## src/rtl/tcf_pkg.sv

```systemverilog
// Shared constants, types and the CRC byte step for the tag reader command framer.
package tcf_pkg;

  localparam int unsigned BYTE_W     = 8;
  localparam int unsigned CRC_W      = 16;
  localparam int unsigned IDX_W      = 4;
  localparam int unsigned CFG_ADDR_W = 3;

  localparam logic [CRC_W-1:0]  CRC_POLY = 16'h1021;
  localparam logic [CRC_W-1:0]  CRC_INIT = 16'h0000;

  localparam logic [BYTE_W-1:0] ADDR_ALL  = 8'hff;
  localparam logic [BYTE_W-1:0] WRITE_LEN = 8'h0b;
  localparam logic [BYTE_W-1:0] READ_LEN  = 8'h06;
  localparam logic [BYTE_W-1:0] CMD_WRITE = 8'h10;
  localparam logic [BYTE_W-1:0] CMD_READ  = 8'h12;
  localparam logic [BYTE_W-1:0] LOCK_NONE = 8'h00;

  localparam logic OP_WRITE = 1'b0;
  localparam logic OP_READ  = 1'b1;

  // Register byte addresses.
  localparam logic [CFG_ADDR_W-1:0] REG_MODULE_ADDRESS = 3'd0;

  // Byte positions within a frame.
  localparam logic [IDX_W-1:0] POS_ADDR  = 4'd0;
  localparam logic [IDX_W-1:0] POS_LEN   = 4'd1;
  localparam logic [IDX_W-1:0] POS_CMD   = 4'd2;
  localparam logic [IDX_W-1:0] POS_D1    = 4'd3;
  localparam logic [IDX_W-1:0] POS_D2    = 4'd4;
  localparam logic [IDX_W-1:0] POS_D3    = 4'd5;
  localparam logic [IDX_W-1:0] POS_D4    = 4'd6;
  localparam logic [IDX_W-1:0] POS_SECT  = 4'd7;
  localparam logic [IDX_W-1:0] POS_LOCK  = 4'd8;
  localparam logic [IDX_W-1:0] WRITE_LAST = 4'd10;
  localparam logic [IDX_W-1:0] READ_LAST  = 4'd5;

  typedef struct packed {
    logic              clear;
    logic              update;
    logic [BYTE_W-1:0] data;
  } crc_ctl_t;

  function automatic logic [CRC_W-1:0] crc16_add(input logic [CRC_W-1:0] crc,
                                                 input logic [BYTE_W-1:0] b);
    logic [CRC_W-1:0] c;
    c = crc ^ {b, 8'h00};
    for (int k = 0; k < BYTE_W; k++) begin
      if (c[CRC_W-1]) begin
        c = {c[CRC_W-2:0], 1'b0} ^ CRC_POLY;
      end else begin
        c = {c[CRC_W-2:0], 1'b0};
      end
    end
    return c;
  endfunction

endpackage

```

## src/rtl/tcf_crc16.sv

```systemverilog
// Running CRC-16 register, advanced by one frame byte per cycle while update is set.
module tcf_crc16 (
  input  logic                        clk,
  input  tcf_pkg::crc_ctl_t           ctl,
  output logic [tcf_pkg::CRC_W-1:0]   crc
);
  import tcf_pkg::*;

  logic [CRC_W-1:0] crc_r;
  logic [CRC_W-1:0] crc_nxt;

  always_comb begin
    crc_nxt = crc_r;
    if (ctl.clear) begin
      crc_nxt = CRC_INIT;
    end else if (ctl.update) begin
      crc_nxt = crc16_add(crc_r, ctl.data);
    end
  end

  always_ff @(posedge clk) begin
    crc_r <= crc_nxt;
  end

  assign crc = crc_r;

endmodule

```

## src/rtl/tag_reader_command_framer_core.sv

```systemverilog
// Top level of the tag reader command framer: command capture, byte sequencing, APB register.
// After start is taken, the first frame byte passes the frame position and result registers.
// One frame byte per cycle; a write frame holds 11 bytes, a read frame 6.
// busy drops during the cycle that selects a frame's last byte, so frames follow without gaps.
// The frame position counter and the one-byte-per-cycle CRC step set that rate.
// Reset (rst_n low, synchronous) stops any frame, clears out_valid and sets module_address to 255.
module tag_reader_command_framer_core (
  input  logic                               clk,
  input  logic                               rst_n,
  input  logic                               start,
  output logic                               busy,
  input  logic                               in_op,
  input  logic [tcf_pkg::BYTE_W-1:0]         in_data_first,
  input  logic [tcf_pkg::BYTE_W-1:0]         in_data_second,
  input  logic [tcf_pkg::BYTE_W-1:0]         in_data_third,
  input  logic [tcf_pkg::BYTE_W-1:0]         in_data_fourth,
  input  logic [tcf_pkg::BYTE_W-1:0]         in_sector,
  output logic                               out_valid,
  output logic [tcf_pkg::BYTE_W-1:0]         out_frame_byte,
  output logic                               out_last_byte,
  input  logic                               psel,
  input  logic                               penable,
  input  logic                               pwrite,
  input  logic [tcf_pkg::CFG_ADDR_W-1:0]     paddr,
  input  logic [31:0]                        pwdata,
  output logic [31:0]                        prdata,
  output logic                               pready
);
  import tcf_pkg::*;

  logic              addr_hit;
  logic [BYTE_W-1:0] mod_addr_r;
  logic              active_r, active_nxt;
  logic [IDX_W-1:0]  idx_r, idx_nxt;
  logic              op_r;
  logic [BYTE_W-1:0] d1_r, d2_r, d3_r, d4_r, sector_r;
  logic              out_valid_r;
  logic [BYTE_W-1:0] out_byte_r;
  logic              out_last_r;

  logic              accept;
  logic              at_last;
  logic [IDX_W-1:0]  last_idx;
  logic [IDX_W-1:0]  crc_hi_idx;
  logic [BYTE_W-1:0] body_byte;
  logic [BYTE_W-1:0] byte_sel;
  logic [CRC_W-1:0]  crc;
  crc_ctl_t          crc_ctl;

  // Configuration port.
  assign pready   = 1'b1;
  assign addr_hit = (paddr == REG_MODULE_ADDRESS);

  always_ff @(posedge clk) begin
    if (!rst_n) begin
      mod_addr_r <= ADDR_ALL;
    end else if (psel && penable && pwrite && pready && addr_hit) begin
      mod_addr_r <= pwdata[BYTE_W-1:0];
    end
  end

  assign prdata = addr_hit ? {{(32-BYTE_W){1'b0}}, mod_addr_r} : 32'd0;

  // Frame sequencing.
  assign last_idx   = (op_r == OP_READ) ? READ_LAST : WRITE_LAST;
  assign crc_hi_idx = last_idx - 4'd1;
  assign at_last    = active_r && (idx_r == last_idx);
  assign busy       = active_r && !at_last;
  assign accept     = start && !busy;

  always_comb begin
    active_nxt = active_r;
    idx_nxt    = idx_r;
    if (accept) begin
      active_nxt = 1'b1;
      idx_nxt    = POS_ADDR;
    end else if (at_last) begin
      active_nxt = 1'b0;
    end else if (active_r) begin
      idx_nxt = idx_r + 4'd1;
    end
  end

  always_ff @(posedge clk) begin
    if (!rst_n) begin
      active_r <= 1'b0;
      idx_r    <= POS_ADDR;
    end else begin
      active_r <= active_nxt;
      idx_r    <= idx_nxt;
    end
  end

  always_ff @(posedge clk) begin
    if (accept) begin
      op_r     <= in_op;
      d1_r     <= in_data_first;
      d2_r     <= in_data_second;
      d3_r     <= in_data_third;
      d4_r     <= in_data_fourth;
      sector_r <= in_sector;
    end
  end

  // A read frame carries the sector where a write frame carries its first data byte.
  always_comb begin
    case (idx_r)
      POS_ADDR: body_byte = mod_addr_r;
      POS_LEN:  body_byte = (op_r == OP_READ) ? READ_LEN : WRITE_LEN;
      POS_CMD:  body_byte = (op_r == OP_READ) ? CMD_READ : CMD_WRITE;
      POS_D1:   body_byte = (op_r == OP_READ) ? sector_r : d1_r;
      POS_D2:   body_byte = d2_r;
      POS_D3:   body_byte = d3_r;
      POS_D4:   body_byte = d4_r;
      POS_SECT: body_byte = sector_r;
      POS_LOCK: body_byte = LOCK_NONE;
      default:  body_byte = LOCK_NONE;
    endcase
  end

  // The CRC register already holds every body byte by the time its high byte is selected.
  always_comb begin
    if (idx_r == crc_hi_idx) begin
      byte_sel = crc[CRC_W-1:BYTE_W];
    end else if (idx_r == last_idx) begin
      byte_sel = crc[BYTE_W-1:0];
    end else begin
      byte_sel = body_byte;
    end
  end

  assign crc_ctl.clear  = accept;
  assign crc_ctl.update = active_r && (idx_r < crc_hi_idx);
  assign crc_ctl.data   = body_byte;

  tcf_crc16 u_crc (
    .clk (clk),
    .ctl (crc_ctl),
    .crc (crc)
  );

  // Result register.
  always_ff @(posedge clk) begin
    if (!rst_n) begin
      out_valid_r <= 1'b0;
      out_last_r  <= 1'b0;
    end else begin
      out_valid_r <= active_r;
      out_last_r  <= at_last;
    end
  end

  always_ff @(posedge clk) begin
    out_byte_r <= byte_sel;
  end

  assign out_valid      = out_valid_r;
  assign out_frame_byte = out_byte_r;
  assign out_last_byte  = out_last_r;

  a_last_has_valid: assert property (@(posedge clk) disable iff (!rst_n)
    out_last_byte |-> out_valid)
    else $error("last byte marker without a valid byte");

  a_accept_busy: assert property (@(posedge clk) disable iff (!rst_n)
    (start && !busy) |=> busy)
    else $error("accepted request did not make the framer busy");

  a_frame_contiguous: assert property (@(posedge clk) disable iff (!rst_n)
    (out_valid && !out_last_byte) |=> out_valid)
    else $error("frame interrupted before its last byte");

  a_reset_quiet: assert property (@(posedge clk)
    !rst_n |=> !out_valid)
    else $error("byte strobe right after reset");

endmodule
```

## config.mk

```make
export PLATFORM = sky130hd
export DESIGN_NAME = tag_reader_command_framer_core
export DESIGN_NICKNAME = d
export VERILOG_FILES = /design/src/rtl/tcf_pkg.sv /design/src/rtl/tcf_crc16.sv /design/src/rtl/tag_reader_command_framer_core.sv
export SDC_FILE = /design/constraint.sdc
export NUM_CORES = 1
export LEC_CHECK = 0
export BUFFER_PORTS_ARGS = -buffer_cell sky130_fd_sc_hd__buf_2
export CORE_UTILIZATION = 57
export CTS_BUF_LIST = sky130_fd_sc_hd__clkbuf_8
export DETAILED_ROUTE_END_ITERATION = 10
export PLACE_DENSITY = 0.88
export SLEW_MARGIN = 20
export SYNTH_ARGS = -nofsm -noshare
export SYNTH_HDL_FRONTEND = slang
export SYNTH_HIERARCHICAL = 1
export SYNTH_SLANG_ARGS = --single-unit
export TNS_END_PERCENT = 5
```

## constraint.sdc

```tcl
create_clock -name clk -period 7.7 [get_ports clk]
set_input_delay 1.54 -clock clk [delete_from_list [all_inputs] [get_ports clk]]
set_output_delay 1.54 -clock clk [all_outputs]
set_load 0.05 [all_outputs]
```

==> results.rst, run 1 <==
.. list-table::
   :header-rows: 1

   * - Metric
     - Value
   * - Cell depth of the worst min-delay path
     - 2
   * - Final WL
     - 8000 µm
   * - Vias in the first global route
     - 2792
   * - Post-Layout Inst Area
     - 0.00444 mm²
   * - Die boundary width
     - 85.1 µm
   * - R2R cell count
     - 6
   * - Number of input and output port buffers inserted
     - 76
   * - All-Layer GR Usage
     - 23.8%
   * - Cell Count Post-Placement
     - 471
   * - Largest buffer count on any clock path
     - 2
   * - Internal power
     - 831 µW
   * - Min-Delay Startpoint
     - mod_addr_r[7]
   * - Run status
     - completed
   * - Non-filler instance count after layout
     - 487
   * - Maximum number of pins on one net before global-route repair
     - 33
   * - Highest cell delay on the worst timing path
     - 0.74 ns
   * - Initial cell density of the core
     - 60.6%
   * - Total clock sinks
     - 80
   * - Layout Area Growth over Synthesis
     - 12.8%
   * - Clock share of power
     - 23.6%
   * - Top-level port count
     - 126
   * - HPWL Detailed
     - 5700 µm
   * - Setup Buffers After CTS
     - 0
   * - Final weighted congestion in routability-driven placement
     - 0.770
   * - Buffer type at the clock tree root
     - clkbuf_8
   * - DR DRC count
     - 0
   * - Worst Max-Slew Pin Slew
     - 1.03 ns
   * - Setup repair after global routing missed its margin
     - false
   * - Met3 layer wire length in the routed design
     - 513 µm
   * - Crit path cell chain
     - inv_1 -> ha_1 -> nand2_1 -> o31ai_1 -> inv_1 -> buf_2
   * - Fin util
     - 68.3%
   * - Post-Synthesis Cells
     - 335
   * - Data arrival at the endpoint of the critical path
     - 2.71 ns
   * - Most frequent cell on the critical path
     - inv_1
   * - Share of post-route cells with drive strength above 1
     - 26.6%
   * - Share of synthesized registers carrying an async set or reset
     - 0%
   * - Setup violations, final
     - 0
   * - Startpoint of the worst register-to-register path
     - op_r
   * - Max transition margin
     - 31.6%
   * - Number of enable-type register cells in the synthesized netlist
     - 41
   * - Site Rows
     - 29
   * - Via count
     - 2793
   * - Path class of the lowest-slack min-delay path
     - register to register
   * - Level count of the clock H-tree
     - 3
   * - Part of the power in combinational logic
     - 32.5%
   * - Net switching share of the total power
     - 32.9%
   * - Synth unique cells
     - 55
   * - Via density per instance
     - 5.74
   * - Initial antenna violation count
     - 0
   * - Share of the clock period used by the worst path after layout
     - 55.2%
   * - Library cell contributing the largest single delay on the critical path
     - edfxtp_1
   * - Worst-path fanout max
     - 12
   * - Endpoint kind of the worst setup timing path
     - output pin
   * - Cts-stage hold buffer count
     - 0
   * - Core region area
     - 0.00649 mm²
   * - Category of the worst setup path launch point
     - register
   * - Sequential cell area fraction in the yosys report
     - 51.1%
   * - Worst Setup Slack post-DPL
     - 3.46 ns
   * - NumNets Final
     - 494
   * - Crit path buffers/inverters
     - 3
   * - Highest clock rate
     - 235 MHz
   * - Final slew viol count
     - 0
   * - Post-synthesis cell area
     - 0.00394 mm²
   * - Uppermost metal layer occupied by signal nets
     - met4
   * - Clock tree from TritonCTS
     - done
   * - Final min period
     - 4.25 ns
   * - Drt initial violations
     - 219
   * - Post-CTS sizing
     - 0
   * - Worst path top cell family by delay
     - flip-flops
   * - TritonCTS Buffers
     - 9
   * - Worst clock skew
     - 0.0156 ns
   * - Number of warnings reported in the yosys synthesis log
     - 6
   * - Amount of wire on met2 after detailed routing
     - 4050 µm
   * - Total congestion overflow after global routing
     - 0
   * - Die extent in y
     - 85.1 µm
   * - Placed Area
     - 0.00425 mm²
   * - Pwr per Cell Area
     - 279 mW/mm²
   * - Standby leakage power
     - 1.89 nW
   * - R2r endpoint
     - d1_r[5]
   * - Data required time at the worst endpoint
     - 6.16 ns
   * - Count of state elements after synthesis
     - 80
   * - ANT nets after route
     - 0
   * - Worst Path Class, Setup
     - register to output pin
   * - Number of detailed-route iterations in the first pass
     - 5
   * - Worst hold margin
     - 0.499 ns
   * - Post-synth top flop
     - edfxtp_1
   * - CTS clock-pin slew for the worst setup and hold paths
     - 0.09 ns
   * - Number of endpoints with negative hold slack in the final report
     - 0
   * - Routed metal-1 wire length
     - 3210 µm
   * - Final total power
     - 1.24 mW
   * - Per-cell routed wire length
     - 16.4 µm
   * - Switching power
     - 407 µW
   * - Final critical-path setup slack
     - 3.45 ns
   * - First element of the critical path
     - op_r
   * - Antenna Cells
     - 0
   * - Sequential share of power
     - 43.9%
   * - Worst VDD drop
     - 0.000148 V
   * - Setup TNS
     - 0 ns
   * - Mean instance size in the synthesized netlist
     - 11.7 µm²
   * - Capture endpoint of the worst hold path
     - mod_addr_r[7]
   * - First-pass GRT wire length
     - 13000 µm
   * - Area of the die
     - 0.00724 mm²
   * - Worst-case register-to-register setup slack
     - 4.18 ns
   * - Clk_lat worst skew
     - 0.37 ns
   * - Max-cap violation count
     - 0
[area by class of cell]
class / instances / area [µm²]
fillers: 486 / 2060
flip-flops and latches: 80 / 2010
multi-input cells: 233 / 1740
repair buffers: 77 / 388
clock buffers: 9 / 124
well taps: 77 / 96.3
clock inverters: 7 / 60.1
inverters: 4 / 15.0
[cells in the final DEF, fill, tap and decap left out, types with 7 or more instances in the layout]
master / Yosys / final
o22ai_1: 7 / 7
edfxtp_1: 41 / 41
ha_1: 7 / 7
clkbuf_8: 0 / 9
nor2_1: 19 / 19
and2_1: 12 / 11
buf_2: 4 / 76
conb_1: 2 / 25
a22oi_1: 11 / 11
dfxtp_1: 39 / 39
nand2_1: 25 / 25
nand3_1: 12 / 12
a211oi_1: 8 / 8
o21ai_0: 8 / 8
mux2i_1: 7 / 7
xnor2_1: 9 / 9
[cells in the mapped netlist, types with 4 or more instances]
master / count / area, µm²
edfxtp_1: 41 / 1230
dfxtp_1: 39 / 781
buf_4: 25 / 188
nand2_1: 25 / 93.8
nor2_1: 19 / 71.3
and2_1: 12 / 75.1
nand3_1: 12 / 60.1
a22oi_1: 11 / 82.6
clkbuf_1: 10 / 37.5
xnor2_1: 9 / 78.8
a211oi_1: 8 / 60.1
o21ai_0: 8 / 40.0
ha_1: 7 / 87.6
mux2i_1: 7 / 70.1
o22ai_1: 7 / 43.8
a21oi_1: 6 / 30.0
nand2b_1: 6 / 37.5
xor3_1: 6 / 143
xnor3_1: 5 / 113
buf_2: 4 / 20.0
inv_1: 4 / 15.0
mux2_2: 4 / 45.0
xnor2_2: 4 / 65.1
[power groups by stage]
stage / clock network, mW / registers, mW / logic [mW]
after global routing: 0.312 / 0.550 / 0.426
final: 0.292 / 0.544 / 0.402
after detailed placement: 0 / 0.553 / 0.395
after CTS: 0.298 / 0.544 / 0.400
after global placement: 0 / 0.550 / 0.385
after floorplan: 0 / 0.577 / 0.311
[tightest hold or removal path, delay by kind of cell (launching register included)]
family	cells	cell delay (ns)
simple gates	2	0.12
flops	1	0.34
[state kept, by name, summed over array words and instances (netlist names)]
register	count
u_crc/crc	16
d1_r	8
d2_r	8
d3_r	8
d4_r	8
mod_addr_r	8
out_frame_byte	8
sector_r	8
idx_r	4
active_r	1
op_r	1
out_last_byte	1
out_valid	1
[worst max-delay path by stage]
stage                      to  cells past startpoint
floorplan           prdata[0]                      2
global placement    prdata[3]                      4
detailed placement  prdata[4]                      4
CTS                 prdata[4]                      4
global route        prdata[2]                      4
finish                   busy                      6
[layer usage]
metal  up-vias  GRT usage, %
li1       1324             -
met1      1323          28.2
met2       127          41.4
met3        19          5.64
met5         -             0
met4         0          10.3
[logic make-up after synthesis]
kind of cell,Yosys count,share of synthesized area (%)
AND/OR/NAND/NOR,94,12.1
XOR/XNOR,25,10.8
flip-flops,80,51.1
adder cells (fa/ha/maj),7,2.23
multiplexers,11,2.93
buffers and inverters,45,6.80
AO/OA/AOI/OAI,71,13.8
other,2,0.191
(Power assumes the default switching activity.)
==> inputs of run 2 (changes only) <==
--- a/config.mk
+++ b/config.mk
@@ -6,10 +6,10 @@
 export NUM_CORES = 1
 export LEC_CHECK = 0
 export BUFFER_PORTS_ARGS = -buffer_cell sky130_fd_sc_hd__buf_2
-export CORE_UTILIZATION = 57
+export CORE_UTILIZATION = 53
 export CTS_BUF_LIST = sky130_fd_sc_hd__clkbuf_8
 export DETAILED_ROUTE_END_ITERATION = 10
-export PLACE_DENSITY = 0.88
+export PLACE_DENSITY = 0.83
 export SLEW_MARGIN = 20
 export SYNTH_ARGS = -nofsm -noshare
 export SYNTH_HDL_FRONTEND = slang
==> constraint.sdc (replaced) <==
create_clock -name clk -period 4.18 [get_ports clk]
set_input_delay 0.836 -clock clk [delete_from_list [all_inputs] [get_ports clk]]
set_output_delay 0.836 -clock clk [all_outputs]
set_load 0.05 [all_outputs]
==> results.rst, run 2 (synthesis gave the netlist of run 1 again) <==
.. list-table::
   :header-rows: 1

   * - Metric
     - Value
   * - Via count
     - 2759 (-1.2%)
   * - Min-Delay Startpoint
     - mod_addr_r[1]
   * - Area of the die
     - 0.00777 mm² (+7.4%)
   * - Category of the worst setup path launch point
     - register
   * - Worst Path Class, Setup
     - register to output pin
   * - Level count of the clock H-tree
     - 3 (unchanged)
   * - Vias in the first global route
     - 2557 (-8.4%)
   * - NumNets Final
     - 495 (+0.20%)
   * - Die boundary width
     - 88.2 µm (+3.6%)
   * - Total congestion overflow after global routing
     - 0 (unchanged)
   * - Pwr per Cell Area
     - 508 mW/mm² (+82%)
   * - Setup violations, final
     - 0 (unchanged)
   * - Drt initial violations
     - 200 (-8.7%)
   * - Max-cap violation count
     - 0 (unchanged)
   * - HPWL Detailed
     - 5570 µm (-2.2%)
   * - Routed metal-1 wire length
     - 3270 µm (+1.6%)
   * - DR DRC count
     - 0 (unchanged)
   * - Capture endpoint of the worst hold path
     - mod_addr_r[1]
   * - Layout Area Growth over Synthesis
     - 14.1%
   * - Per-cell routed wire length
     - 15.0 µm (-8.8%)
   * - Core region area
     - 0.00721 mm² (+11%)
   * - Antenna Cells
     - 0 (unchanged)
   * - Worst clock skew
     - 0.00728 ns (-0.00830 ns)
   * - Combined area of the multi-input logic cells
     - 0.00174 mm² (unchanged)
   * - Total clock sinks
     - 80 (unchanged)
   * - Final critical-path setup slack
     - 0.721 ns (-2.73 ns)
   * - Highest cell delay on the worst timing path
     - 0.74 ns (about the same)
   * - Post-Layout Inst Area
     - 0.00449 mm² (+1.2%)
   * - Path class of the lowest-slack min-delay path
     - register to register
   * - Cts-stage hold buffer count
     - 0 (unchanged)
   * - Highest clock rate
     - 289 MHz
   * - Via density per instance
     - 5.41 (-5.7%)
   * - Most frequent standard cell in the layout excluding fill and tap cells
     - buf_2
   * - Most frequent cell on the critical path
     - inv_1
   * - Setup repair after global routing missed its margin
     - false
   * - Final WL
     - 7630 µm (-4.5%)
   * - Setup TNS
     - 0 ns (unchanged)
   * - Leading cell types in the layout, fill and taps excluded
     - buf_2 (76), edfxtp_1 (41), dfxtp_1 (39)
   * - Setup Buffers After CTS
     - 0 (unchanged)
   * - Crit path buffers/inverters
     - 3 (unchanged)
   * - Uppermost metal layer occupied by signal nets
     - met4
   * - Placed Area
     - 0.00430 mm² (+1.1%)
   * - Crit path cell chain
     - inv_1 -> ha_1 -> nand2_1 -> o31ai_1 -> inv_1 -> buf_2
   * - Initial antenna violation count
     - 0 (unchanged)
   * - R2R cell count
     - 6 (unchanged)
   * - Data arrival at the endpoint of the critical path
     - 2.62 ns (-0.09 ns)
   * - All-Layer GR Usage
     - 21.4% (-2.4 points)
   * - CTS clock-pin slew for the worst setup and hold paths
     - 0.08 ns (about the same)
   * - Final min period
     - 3.46 ns
   * - Share of the clock period used by the worst path after layout
     - 82.8%
   * - Clock tree from TritonCTS
     - done
   * - Endpoint kind of the worst setup timing path
     - output pin
   * - Post-CTS sizing
     - 0 (unchanged)
   * - Amount of wire on met2 after detailed routing
     - 3790 µm (-6.6%)
   * - Maximum number of pins on one net before global-route repair
     - 39 (+18%)
   * - R2r endpoint
     - d3_r[4]
   * - Largest buffer count on any clock path
     - 2 (unchanged)
   * - TritonCTS Buffers
     - 9 (unchanged)
   * - Initial cell density of the core
     - 54.5% (-6.0 points)
   * - Cell depth of the worst min-delay path
     - 2 (unchanged)
   * - Final total power
     - 2.28 mW (+84%)
   * - Non-filler instance count after layout
     - 510 (+4.7%)
   * - Share of post-route cells with drive strength above 1
     - 26.0% (-0.55 points)
   * - Startpoint of the worst register-to-register path
     - op_r
   * - Clk_lat worst skew
     - 0.35 ns (-0.02 ns)
   * - Top-level port count
     - 126 (unchanged)
   * - Worst hold margin
     - 0.482 ns (-0.0163 ns)
   * - Number of input and output port buffers inserted
     - 76 (unchanged)
   * - Worst Max-Slew Pin Slew
     - 1.08 ns (+0.0508 ns)
   * - Worst path top cell family by delay
     - flip-flops
   * - ANT nets after route
     - 0 (unchanged)
   * - Die extent in y
     - 88.2 µm (+3.6%)
   * - Worst-path fanout max
     - 12 (unchanged)
   * - First-pass GRT wire length
     - 12100 µm (-6.8%)
   * - Run status
     - completed
   * - Fin util
     - 62.2% (-6.1 points)
   * - Total area of sequential cells
     - 0.00201 mm² (unchanged)
   * - Max transition margin
     - 28.1% (-3.5 points)
   * - Final weighted congestion in routability-driven placement
     - 0.808 (+5.0%)
   * - Met3 layer wire length in the routed design
     - 423 µm (-18%)
   * - Worst VDD drop
     - 0.000330 V (+120%)
   * - Buffer type at the clock tree root
     - clkbuf_8
   * - Site Rows
     - 31 (+6.9%)
   * - Number of fillers in the final layout
     - 552 (+14%)
   * - Number of detailed-route iterations in the first pass
     - 4 (-1)
   * - Cell Count Post-Placement
     - 494 (+4.9%)
   * - Library cell contributing the largest single delay on the critical path
     - edfxtp_1
   * - Worst Setup Slack post-DPL
     - 1.09 ns (-2.38 ns)
   * - Final slew viol count
     - 0 (unchanged)
   * - Data required time at the worst endpoint
     - 3.34 ns (-2.82 ns)
   * - Number of endpoints with negative hold slack in the final report
     - 0 (unchanged)
   * - Standby leakage power
     - 1.90 nW (+0.40%)
   * - Max reg flops
     - 16 (unchanged)
   * - Worst-case register-to-register setup slack
     - 1.03 ns (-3.15 ns)
run 2: cell count changes in the layout (fill, tap and decap cells not counted), sizes merged:
cell,previous run,this run
inv,9,6
bufinv,0,1
buf,77,78
clkinvlp,0,2
run 2: area by class of cell:
class	count	area share, %
inverter	4	0.334
clock inverter	7	1.45
sequential	80	44.8
multi-input combinational	233	38.8
clock buffer	9	2.76
tap	99	2.76
timing repair buffer	78	9.08
run 2: worst reg2reg max path, delay by kind of cell (launching register included):
family | cells | cell delay [ns]
fa+ha+maj | 1 | 0.36
buf+inv | 2 | 0.50
compound gates | 1 | 0.54
simple gates | 2 | 0.69
flops | 1 | 0.74
run 2: worst max path at each step:
stage              endpoint  cells after the start  slack, ns  startpoint
6_report               busy                      6       0.72        op_r
5_1_grt                busy                      6       0.47        op_r
4_1_cts                busy                      6       0.73        op_r
3_5_place_dp        d2_r[5]                      6       1.09        op_r
3_3_place_gp        d1_r[4]                      6       1.14        op_r
2_1_floorplan  u_crc/crc[1]                      9       0.75        op_r
run 2: power breakdown:
group | total, mW | switching (mW) | internal [mW]
combinational | 0.740 | 0.364 | 0.376
clock | 0.541 | 0.270 | 0.270
sequential | 1.00 | 0.0729 | 0.928
run 2: routing by layer:
| layer | vias to the layer above | global-route usage, % |
|---|---|---|
| met1 | 1304 | 27.1 |
| li1 | 1332 | - |
| met5 | - | 0 |
| met2 | 108 | 34.1 |
| met4 | 0 | 12.6 |
| met3 | 15 | 4.05 |
==> inputs of run 3 (changes only) <==
--- a/config.mk
+++ b/config.mk
@@ -5,8 +5,9 @@
 export SDC_FILE = /design/constraint.sdc
 export NUM_CORES = 1
 export LEC_CHECK = 0
+export ABC_AREA = 1
 export BUFFER_PORTS_ARGS = -buffer_cell sky130_fd_sc_hd__buf_2
-export CORE_UTILIZATION = 53
+export CORE_UTILIZATION = 54
 export CTS_BUF_LIST = sky130_fd_sc_hd__clkbuf_8
 export DETAILED_ROUTE_END_ITERATION = 10
 export PLACE_DENSITY = 0.83
==> constraint.sdc (replaced) <==
create_clock -name clk -period 3.5 [get_ports clk]
set_input_delay 0.7 -clock clk [delete_from_list [all_inputs] [get_ports clk]]
set_output_delay 0.7 -clock clk [all_outputs]
set_load 0.05 [all_outputs]
==> results.rst, run 3 <==
.. list-table::
   :header-rows: 1

   * - Metric
     - Value
   * - Vias in the first global route
     - 3381 (+32%)
   * - All-Layer GR Usage
     - 23.4% (+2.1 points)
   * - Number of enable-type register cells in the synthesized netlist
     - 41 (unchanged)
   * - Total clock sinks
     - 80 (unchanged)
   * - Area of the die
     - 0.00827 mm² (+6.4%)
   * - Number of detailed-route iterations in the first pass
     - 4 (unchanged)
   * - Synth unique cells
     - 28 (-49%)
   * - Largest family of logic cells by synthesized area
     - simple AND/OR/NAND/NOR gates
   * - Fraction of the mapped netlist area in compound gates
     - 6.80% (-7.0 points)
   * - Worst hold margin
     - 0.483 ns (+0.000620 ns)
   * - Die boundary width
     - 90.9 µm (+3.1%)
   * - HPWL Detailed
     - 6710 µm (+20%)
   * - Worst-case register-to-register setup slack
     - 0.88 ns (-0.15 ns)
   * - Final min period
     - 3.00 ns
   * - ANT nets after route
     - 0 (unchanged)
   * - Post-Synth Simple-Gate Area
     - 29.9% (+18 points)
   * - Highest cell delay on the worst timing path
     - 0.66 ns (-0.08 ns)
   * - Initial cell density of the core
     - 55.6% (+1.0 points)
   * - Final slew viol count
     - 0 (unchanged)
   * - Share of the clock period used by the worst path after layout
     - 85.8%
   * - Cts-stage hold buffer count
     - 0 (unchanged)
   * - Standby leakage power
     - 2.49 nW (+31%)
   * - Worst VDD drop
     - 0.000369 V (+12%)
   * - Worst-path fanout max
     - 13 (+1)
   * - Data arrival at the endpoint of the critical path
     - 2.30 ns (-0.32 ns)
   * - Worst clock skew
     - 0.00885 ns (+0.00158 ns)
   * - Most area-consuming cells after synthesis
     - edfxtp_1 (29%), dfxtp_1 (18%), nand2_1 (16%)
   * - Largest buffer count on any clock path
     - 2 (unchanged)
   * - Post-Synthesis Cells
     - 553 (+65%)
   * - Post-Layout Inst Area
     - 0.00487 mm² (+8.4%)
   * - Most frequent standard cell in the layout excluding fill and tap cells
     - nand2_1
   * - Post-synth top flop
     - edfxtp_1
   * - Area share of the leading cell type in the synthesized netlist
     - 28.8% (-2.5 points)
   * - Min-Delay Startpoint
     - u_crc/crc[8]
   * - Share of synthesized registers carrying an async set or reset
     - 0% (unchanged)
   * - Most frequently used cell type in the post-synthesis netlist
     - nand2_1
   * - CTS clock-pin slew for the worst setup and hold paths
     - 0.08 ns (about the same)
   * - Per-cell routed wire length
     - 12.4 µm (-17%)
   * - R2R cell count
     - 9 (+3)
   * - Count of state elements after synthesis
     - 80 (unchanged)
   * - Synth Area in XOR/XNOR
     - 1.03% (-9.8 points)
   * - Layout Area Growth over Synthesis
     - 13.9%
   * - Antenna Cells
     - 0 (unchanged)
   * - Setup TNS
     - 0 ns (unchanged)
   * - Maximum number of pins on one net before global-route repair
     - 41 (+5.1%)
   * - Worst Path Class, Setup
     - register to output pin
   * - Initial antenna violation count
     - 0 (unchanged)
   * - Startpoint of the worst register-to-register path
     - op_r
   * - Commonest cells in the synthesized netlist
     - nand2_1 (186), inv_1 (59), nand3_1 (53)
   * - Placed Area
     - 0.00462 mm² (+7.3%)
   * - Via density per instance
     - 5.02 (-7.2%)
   * - Max reg flops
     - 16 (unchanged)
   * - Post-CTS sizing
     - 0 (unchanged)
   * - Final WL
     - 9110 µm (+19%)
   * - Crit path cell chain
     - inv_2 -> ha_1 -> nand2_1 -> nor2_1 -> nand3_2 -> nand2_2 -> inv_1 -> buf_2
   * - Worst path top cell family by delay
     - flip-flops
   * - Setup repair after global routing missed its margin
     - false
   * - Buffer type at the clock tree root
     - clkbuf_8
   * - Number of warnings reported in the yosys synthesis log
     - 6 (unchanged)
   * - Pwr per Cell Area
     - 525 mW/mm² (+3.4%)
   * - Combined area of the multi-input logic cells
     - 0.00180 mm² (+3.2%)
   * - First-pass GRT wire length
     - 15200 µm (+26%)
   * - Crit path buffers/inverters
     - 3 (unchanged)
   * - Mean instance size in the synthesized netlist
     - 7.72 µm² (-34%)
   * - Cell depth of the worst min-delay path
     - 2 (unchanged)
   * - Number of fillers in the final layout
     - 637 (+15%)
   * - Worst Setup Slack post-DPL
     - 0.909 ns (-0.177 ns)
   * - Run status
     - completed
   * - Endpoint kind of the worst setup timing path
     - output pin
   * - Leading cell types in the layout, fill and taps excluded
     - nand2_1 (186), buf_2 (76), inv_1 (58)
   * - Library cell contributing the largest single delay on the critical path
     - edfxtp_1
   * - Share of post-route cells with drive strength above 1
     - 21.2% (-4.8 points)
   * - Clock tree from TritonCTS
     - done
   * - DR DRC count
     - 0 (unchanged)
   * - Setup violations, final
     - 0 (unchanged)
   * - Max-cap violation count
     - 0 (unchanged)
   * - Setup Buffers After CTS
     - 0 (unchanged)
   * - Total congestion overflow after global routing
     - 0 (unchanged)
   * - Cell type contributing the most total cell area after synthesis
     - edfxtp_1
   * - Sequential cell area fraction in the yosys report
     - 47.1% (-4.0 points)
   * - Non-filler instance count after layout
     - 734 (+44%)
   * - Portion of netlist area occupied by mux cells
     - 0% (-2.9 points)
   * - Highest clock rate
     - 333 MHz
   * - Die extent in y
     - 90.9 µm (+3.1%)
   * - Data required time at the worst endpoint
     - 2.80 ns (-0.54 ns)
   * - Level count of the clock H-tree
     - 3 (unchanged)
   * - Post-synthesis cell area
     - 0.00427 mm² (+8.6%)
   * - NumNets Final
     - 716 (+45%)
   * - Final critical-path setup slack
     - 0.497 ns (-0.224 ns)
   * - Via count
     - 3686 (+34%)
   * - Site Rows
     - 32 (+3.2%)
   * - R2r endpoint
     - sector_r[2]
   * - TritonCTS Buffers
     - 9 (unchanged)
   * - Total area of sequential cells
     - 0.00201 mm² (unchanged)
   * - Path class of the lowest-slack min-delay path
     - register to register
   * - Drt initial violations
     - 255 (+28%)
   * - Number of endpoints with negative hold slack in the final report
     - 0 (unchanged)
   * - Number of input and output port buffers inserted
     - 76 (unchanged)
   * - Core region area
     - 0.00769 mm² (+6.6%)
   * - Category of the worst setup path launch point
     - register
   * - Clk_lat worst skew
     - 0.35 ns (about the same)
   * - Top-level port count
     - 126 (unchanged)
   * - Final weighted congestion in routability-driven placement
     - 0.905 (+12%)
   * - Capture endpoint of the worst hold path
     - out_frame_byte[0]
   * - Cell Count Post-Placement
     - 718 (+45%)
   * - Post-Synth Adder-Cell Area
     - 2.05% (-0.18 points)
## run 3: power breakdown
part | internal (mW) | switching [mW] | leakage (nW) | total, mW
sequential | 1.08 | 0.0544 | 0.714 | 1.13
combinational | 0.167 | 0.413 | 1.65 | 0.580
clock | 0.497 | 0.345 | 0.127 | 0.842
## run 3: layout make-up
type,count,area share (%)
Clock buffer,10,2.83
Clock inverter,6,2.31
Inverter,70,5.40
Multi-Input combinational cell,387,37.0
Sequential cell,80,41.3
Tap cell,102,2.62
Timing Repair Buffer,79,8.54
## run 3: worst max-delay path by stage
stage | from | end | slack (ns) | depth (start not counted)
after floorplan | op_r | u_crc/crc[12] | 0.59 | 12
after global placement | op_r | busy | 0.94 | 8
after detailed placement | op_r | busy | 0.91 | 8
after CTS | op_r | busy | 0.50 | 8
after global routing | op_r | busy | 0.33 | 8
final | op_r | busy | 0.50 | 8
## run 3: logic make-up after synthesis
kind of cell,count (synthesis)
simple gates,294
buf+inv,109
flops,80
compound gates,56
fa+ha+maj,7
xor+xnor,5
other cells,2
## run 3: per-stage QoR
stage	total power, mW	util (%)
2_1_floorplan	1.62	-
3_3_place_gp	1.71	60.0
3_5_place_dp	1.73	60.0
4_1_cts	2.56	63.3
5_1_grt	2.68	63.3
6_report	2.56	63.3
## run 3: tightest hold or removal path: cells and delay by family (launching register included)
kind	cells	cell delay, ns
AND/OR/NAND/NOR	2	0.11
flip-flops	1	0.34
## run 3: per-layer routing
| layer | wire, µm | track usage (%) | part of all wire, % | up-vias |
|---|---|---|---|---|
| met1 | 3850 | 29.6 | 42 | 1630 |
| met4 | 282 | 11.8 | 3.1 | 0 |
| met5 | 0 | 0 | 0 | - |
| met2 | 4370 | 38.3 | 48 | 170 |
| li1 | - | - | - | 1863 |
| met3 | 605 | 4.77 | 6.6 | 23 |
